--- src/hw/rtl/thm8_pkg.sv ---
package thm8_pkg;

  localparam int IDLE_H = 1200;
  localparam int IDLE_V = 1200;
  localparam int CLIP_H = 200;
  localparam int CLIP_V = 200;

  localparam int TERM_W = 21;   // Q.6 axis term
  localparam int SUM_W  = 23;   // three terms summed
  localparam int SPD_W  = 12;
  localparam logic [11:0] SPD_MAX = 12'hfff;

  localparam logic signed [SUM_W-1:0] LIM_H  = SUM_W'(CLIP_H * 64);
  localparam logic signed [SUM_W-1:0] LIM_V  = SUM_W'(CLIP_V * 64);
  localparam logic signed [SUM_W-1:0] BASE_H = SUM_W'(IDLE_H * 64);
  localparam logic signed [SUM_W-1:0] BASE_V = SUM_W'(IDLE_V * 64);

  // register indexes (word address)
  localparam logic [2:0] REG_BALANCE   = 3'd0;
  localparam logic [2:0] REG_SURGE     = 3'd1;
  localparam logic [2:0] REG_SWAY      = 3'd2;
  localparam logic [2:0] REG_HEAVE     = 3'd3;
  localparam logic [2:0] REG_ROLL      = 3'd4;
  localparam logic [2:0] REG_PITCH     = 3'd5;
  localparam logic [2:0] REG_YAW       = 3'd6;
  localparam logic [2:0] REG_STABILISE = 3'd7;

  localparam logic FUNC_ATTITUDE = 1'b0;
  localparam logic FUNC_COMMAND  = 1'b1;

  typedef struct packed {
    logic        balancing_mode;
    logic [15:0] gain_surge;
    logic [15:0] gain_sway;
    logic [15:0] gain_heave;
    logic [15:0] gain_roll;
    logic [15:0] gain_pitch;
    logic [15:0] gain_yaw;
    logic [15:0] gain_stabilise;
  } cfg_t;

  typedef struct packed {
    logic               func;
    logic signed [15:0] lin_surge;
    logic signed [15:0] lin_sway;
    logic signed [15:0] lin_heave;
    logic signed [15:0] rate_roll;
    logic signed [15:0] rate_pitch;
    logic signed [15:0] rate_yaw;
    logic signed [15:0] meas_roll;
    logic signed [15:0] meas_pitch;
  } item_t;

  typedef struct packed {
    logic signed [TERM_W-1:0] x;
    logic signed [TERM_W-1:0] y;
    logic signed [TERM_W-1:0] z;
    logic signed [TERM_W-1:0] r;
    logic signed [TERM_W-1:0] p;
    logic signed [TERM_W-1:0] w;
  } terms_t;

  // floor(v * g / 2^12)
  function automatic logic signed [TERM_W-1:0] cmd_term(logic signed [15:0] v,
                                                        logic [15:0] g);
    logic signed [33:0] prod;
    prod = signed'({v[15], v}) * signed'({1'b0, g});
    return signed'(prod[32:12]);
  endfunction

  // -floor(a * g / 2^13)
  function automatic logic signed [TERM_W-1:0] stab_term(logic signed [15:0] a,
                                                         logic [15:0] g);
    logic signed [33:0] prod;
    logic signed [TERM_W-1:0] fl;
    prod = signed'({a[15], a}) * signed'({1'b0, g});
    fl = TERM_W'(signed'(prod[32:13]));
    return -fl;
  endfunction

  // clamp, add idle, floor to rpm, saturate to the output range
  function automatic logic [SPD_W-1:0] drive(logic signed [SUM_W-1:0] s,
                                             logic signed [SUM_W-1:0] lim,
                                             logic signed [SUM_W-1:0] base);
    logic signed [SUM_W-1:0] c;
    logic signed [SUM_W-1:0] v;
    logic signed [SUM_W-7:0] rpm;
    if (s > lim) c = lim;
    else if (s < -lim) c = -lim;
    else c = s;
    v = c + base;
    rpm = signed'(v[SUM_W-1:6]);
    if (rpm < 0) return '0;
    else if (rpm > signed'((SUM_W-6)'(SPD_MAX))) return SPD_MAX;
    else return rpm[SPD_W-1:0];
  endfunction

endpackage

--- src/hw/rtl/thm8_mix.sv ---
module thm8_mix (
  input  logic             clk,
  input  logic             rst,
  input  logic             t_valid,
  output logic             t_ready,
  input  thm8_pkg::terms_t terms,
  output logic             out_valid,
  input  logic             out_ready,
  output logic [95:0]      out_data
);
  import thm8_pkg::*;

  logic signed [SUM_W-1:0] x, y, z, r, p, w;
  logic [95:0]             out_data_next;

  assign t_ready = !out_valid || out_ready;

  always_comb begin
    x = SUM_W'(terms.x);
    y = SUM_W'(terms.y);
    z = SUM_W'(terms.z);
    r = SUM_W'(terms.r);
    p = SUM_W'(terms.p);
    w = SUM_W'(terms.w);
    out_data_next[11:0]  = drive(x - y + w, LIM_H, BASE_H);
    out_data_next[23:12] = drive(x + y - w, LIM_H, BASE_H);
    out_data_next[35:24] = drive(-x - y + w, LIM_H, BASE_H);
    out_data_next[47:36] = drive(-x + y - w, LIM_H, BASE_H);
    out_data_next[59:48] = drive(-z + r + p, LIM_V, BASE_V);
    out_data_next[71:60] = drive(-z - r + p, LIM_V, BASE_V);
    out_data_next[83:72] = drive(-z + r - p, LIM_V, BASE_V);
    out_data_next[95:84] = drive(-z - r - p, LIM_V, BASE_V);
  end

  always_ff @(posedge clk) begin
    if (rst) begin
      out_valid <= 1'b0;
    end else if (t_ready) begin
      out_valid <= t_valid;
    end
  end

  always_ff @(posedge clk) begin
    if (t_ready && t_valid) out_data <= out_data_next;
  end

endmodule

--- config.mk ---
export PLATFORM = sky130hd
export DESIGN_NAME = thm8_mix
export DESIGN_NICKNAME = d
export VERILOG_FILES = /design/src/hw/rtl/thm8_pkg.sv /design/src/hw/rtl/thm8_mix.sv
export SDC_FILE = /design/constraint.sdc
export NUM_CORES = 1
export LEC_CHECK = 0
export BUFFER_PORTS_ARGS = -buffer_cell sky130_fd_sc_hd__buf_4
export CAP_MARGIN = 20
export CORE_MARGIN = 2
export CORE_UTILIZATION = 30
export CTS_BUF_LIST = sky130_fd_sc_hd__clkbuf_16
export DETAILED_ROUTE_END_ITERATION = 10
export PLACE_DENSITY = 0.51
export SLEW_MARGIN = 5
export SYNTH_ARGS = -nofsm -noshare
export SYNTH_HDL_FRONTEND = slang
export SYNTH_SLANG_ARGS = --single-unit
--- constraint.sdc ---
create_clock -name clk -period 11.3 [get_ports clk]
set_input_delay 2.26 -clock clk [delete_from_list [all_inputs] [get_ports clk]]
set_output_delay 2.26 -clock clk [all_outputs]
set_load 0.01 [all_outputs]
# Yosys cells after proc, flatten, opt, wreduce, memory -nomap -nowiden
# Index checks and enable logic that the tools add are counted.
# W data, S select, Z words.
[word_totals] output_inout_bits=98 inputBits=130 ff_bits=97
[classes] magnitude_cmp=32 n_addsub=24 n_reduce_logical=3 mux=24
[ops] op="$mux W23" n=16
[ops] op="$add A23 B18 Y23 const B" n=8
[ops] op="$gt A23 B15 Y1 const B" n=8
[ops] op="$lt A23 B15 Y1 const B" n=8
[ops] op="$gt A17 B13 Y1 const B" n=8
[ops] op="$lt A17 B1 Y1 const B" n=8
[ops] op="$add A23 B21 Y23" n=5
[ops] op="$sub A23 B21 Y23" n=5
[ops] op="$mux W12" n=8
[ops] op="$neg A21 Y23" n=2
[ops] op="$add A22 B21 Y23" n=1
[ops] op="$sub A22 B21 Y23" n=1
[ops] op="$add A21 B21 Y22" n=1
[ops] op="$sub A21 B21 Y22" n=1
[ops] op="$logic_and A1 B1 Y1" n=1
[ops] op="$logic_not A1 Y1" n=1
[ops] op="$logic_or A1 B1 Y1" n=1

# Longest topological paths before layout
[depth] ltp_word=9 depth_mapped=42

# Worst setup path after synthesis
# Ideal clock, no wire load.
[synth_timing] path_kind="in2reg" start="input port terms[67] (netlist bit)" end="register out_data[91], data pin" arrival_ns=10.227 setup_time_ns=0.267 path_slack_ns=0.806 path_stages=41 path_cell_list="nor3_1 and3_1 xnor2_1 ha_1 inv_1 a21o_1 or3_1 o21ai_0 o31ai_1 a21o_1 and2_1 o21a_1 nor2_1 o21bai_1 a21oi_1 xnor2_1 ha_1 clkbuf_1 (+5 left out) xor2_1 inv_1 nor4_1 nand2_1 ha_1 clkbuf_1 clkbuf_1 or2_2 nand2_1 ha_1 nand3b_1 a2111oi_0 or3_1 o32a_1 o21ai_1 nor2_1 o41a_1 a31oi_1"
[synth_via] elab_chain_len=9
[synth_rtl] element="from (decl)" line_no="thm8_mix.sv:6" text="input thm8_pkg::terms_t terms,"
[synth_rtl] element="$neg A21 Y23 *" line_no="thm8_mix.sv:32" text="out_data_next[95:84] = drive(-z - r - p, LIM_V, BASE_V);"
[synth_rtl] element="$sub A23 B21 Y23 * (2 in series)" line_no="thm8_mix.sv:32"
[synth_rtl] element="$lt A23 B15 Y1" line_no="thm8_pkg.sv:89" text="else if (s < -lim) c = -lim;"
[synth_rtl] element="$mux W23" line_no="thm8_pkg.sv:89"
[synth_rtl] element="$mux W23 *" line_no="thm8_pkg.sv:88" text="if (s > lim) c = lim;"
[synth_rtl] element="$add A23 B18 Y23 *" line_no="thm8_pkg.sv:91" text="v = c + base;"
[synth_rtl] element="$gt A17 B13 Y1" line_no="thm8_pkg.sv:94" text="else if (rpm > signed'((SUM_W-6)'(SPD_MAX))) return SPD_MAX;"
[synth_rtl] element="$mux W12" line_no="thm8_pkg.sv:94"
[synth_rtl] element="to (signal assigned)" line_no="thm8_mix.sv:44" text="if (t_ready && t_valid) out_data <= out_data_next;"
[synth_rtl] element="to (decl)" line_no="thm8_mix.sv:9" text="output logic [95:0] out_data"
# Every way passes the cells marked *; elsewhere a longest branch is shown, timed or not.
# A chain may end at the register's enable or synchronous reset.

# Worst setup path after layout
[layout_timing] start="input port terms[71] (netlist bit)" end="register out_data[75], data pin"
[layout_via] elab_chain_len=9
[layout_rtl] element="$neg A21 Y23 *" line_no="thm8_mix.sv:31" text="out_data_next[83:72] = drive(-z + r - p, LIM_V, BASE_V);"
[layout_rtl] element="$add A23 B21 Y23 *" line_no="thm8_mix.sv:31"
[layout_rtl] element="$sub A23 B21 Y23 *" line_no="thm8_mix.sv:31"
[layout_rtl] element="$lt A23 B15 Y1" line_no="thm8_pkg.sv:89"
[layout_rtl] element="$mux W23" line_no="thm8_pkg.sv:89"
[layout_rtl] element="$mux W23 *" line_no="thm8_pkg.sv:88"
[layout_rtl] element="$add A23 B18 Y23 *" line_no="thm8_pkg.sv:91"
[layout_rtl] element="$gt A17 B13 Y1" line_no="thm8_pkg.sv:94"
[layout_rtl] element="$mux W12" line_no="thm8_pkg.sv:94"
# Marked as above.

==> flow_metrics.tcl <==
set metrics [dict create \
    status "completed" \
    synth_cell_types 101 \
    required_ns 11.42 \
    hold_violations 0 \
    vias_per_cell 5.378 \
    whs_ns 0.5494 \
    vias 22500 \
    route.met3.wl_mm 3.224 \
    critPathMostFrequentCell "ha_1" \
    ys_ff_latch 97 \
    fin_crit_sh 0.9456 \
    worstMarginPinSlew_ns 0.9808 \
    syn-num-nets 3453 \
    endpoint_kind "flop" \
    min_period_ns 10.69 \
    max-vdd-ir-drop_v 0.00009313 \
    grt_max_degree 56 \
    async_flop_share 0 \
    area_growth_pct 13.62 \
    ant_nets 0 \
    diodes 0 \
    critPathSlowestCell "or4_1" \
    worstPathMaxFanout 17 \
    syn_inst 2978 \
    cts_buffer_depth 2 \
    start_util 0.3030 \
    top_layer_used "met5" \
    postCtsHoldBufs 0 \
    p_leak_nw 11.05 \
    dieArea_sq_um 78950 \
    synth_area_per_cell_sq_um 7.728 \
    grt_pass1_wl_mm 121.3 \
    placementRows 101 \
    firstDrtPassIters 5 \
    track_usage 0.1936 \
    root_buffer "clkbuf_16" \
    numCtsBuffers 9 \
    syn_area_sq_um 23010 \
    placed_cells 4167 \
    hpwl_mm 66.38 \
    cp_num_buf_inv 1 \
    cts_tree "built" \
    met2_length_mm 39.50 \
    finClkSkew_ns 0.01603 \
    synth-main-ff-cell "edfxtp_1" \
    grt_pass1_vias 21960 \
    worstPathArrival_ns 10.80 \
    htree_levels 3 \
    crit_family "simple AND/OR/NAND/NOR gates" \
    cap_violations 0 \
    max_stage_delay_ns 0.52 \
    ios 228 \
    layout-drive-gt1-share 0.1059 \
    clk_pin_slew_worst_paths_ns 0.08 \
    port_buffers 227 \
    synth_seq_area_share 0.1261 \
    utilization 0.3443 \
    fin_nets 3623 \
    max_slew_margin 0.3414 \
    met1_length_mm 33.44 \
    startpoint_type "input pin" \
    postCtsSetupBuffers 0 \
    powerDensity_nw_per_um2 204.9 \
    final_cell_mix "inv_1, nor2_1, buf_4" \
    wire_per_inst_um 18.69 \
    drt_iter0_markers 1487 \
    gp_congestion 0.9283 \
    max_freq_ghz 0.09359 \
    drc 0 \
    maxSlewViolCount 0 \
    synth_edf_count 96 \
    die_x_um 281.0 \
    yosys_warnings 0 \
    grt_overflow 0 \
    antenna_found_initial 4 \
    setup_tns_ns 0 \
    core_area_sq_um 75950 \
    clock_sinks 97 \
    critical_path_class "in2reg" \
    insertion_delay_ns 0.39 \
    layout_commonest_cell "inv_1" \
    finalSetupViolCount 0 \
    chipHeight_um 281.0 \
    instances_no_fill 4183 \
    routed_wl_mm 78.19 \
    hold_path.class "reg2reg" \
]
==> worst paths after layout <==
path | slack (ns) | endpoint | depth (start not counted) | startpoint
max reg2reg | 9.14 | out_data[26] | 3 | out_valid
min | 0.55 | out_valid | 2 | out_valid
min reg2reg | 0.55 | out_valid | 2 | out_valid
max | 0.61 | out_data[75] | 32 | terms[71]
==> routing by layer <==
layer	vias to the layer above	track usage
met5	-	0
met4	8	0.05622
met3	86	0.01987
met2	533	0.3556
met1	10710	0.2367
li1	11160	-
==> worst reg2reg max path: stages, from the launching register on <==
cell and delay (ns):
dfxtp_1 0.32, nand2b_1 0.11, and2_4 0.57, buf_4 0.72
==> stage by stage <==
stage	worst slack [ns]	power [mW]	area (sq um)
final	0.6147	5.359	26150
after global routing	-0.07699	5.875	26150
after CTS	0.5395	5.374	26090
after detailed placement	0.1515	5.035	25820
after global placement	0.1538	5.050	25820
after floorplan	0.8060	3.724	23010
==> cell families (layout without fill, tap and decap cells) <==
| family | after synthesis | count (layout) | synth area share |
|---|---|---|---|
| and+or+nand+nor | 962 | 962 | 0.2133 |
| muxes | 11 | 11 | 0.004893 |
| buffers and inverters | 400 | 575 | 0.06714 |
| AOI/OAI and AO/OA | 923 | 923 | 0.2785 |
| DFF | 97 | 97 | 0.1261 |
| adders and majority gates | 345 | 345 | 0.2176 |
| xor gates and xnor gates | 240 | 240 | 0.09248 |
==> power by group <==
group	switching [mW]	internal (mW)	leakage [nW]
clock network	0.156	0.147	0.130
logic	2.64	1.70	9.99
registers	0.0614	0.662	0.926
total	2.85	2.50	11.0
==> area by class of cell <==
class	count	area [sq um]
Clock buffer	9	225.2
Clock inverter	7	40.04
Multi-Input combinational cell	2481	18630
Inverter	302	1134
Fill cell	8186	49800
Timing Repair Buffer	257	1929
Sequential cell	97	2903
Tap cell	1030	1289
==> synthesized netlist by cell type (all sizes together), types with 57 or more instances <==
cell,n,share of area
a21oi,203,0.044
o21ai,147,0.032
fa,92,0.080
ha,253,0.14
xnor2,172,0.066
o21a,57,0.019
nand2,161,0.026
xor2,68,0.026
nor2,271,0.044
nor3,100,0.022
a21o,74,0.024
edfxtp,96,0.13
inv,301,0.049
nand3,76,0.017
clkbuf,78,0.013
==> what timing repair did <==
action	in CTS	in global routing
setup endpoints to repair	0	25
endpoints found under the hold margin	0	0
gates resized for setup	0	15
==> flip-flops by register name, summed over array words and instances, names as in the netlist <==
name,cells
out_data,96
out_valid,1
Power figures use the tool's default switching activity.
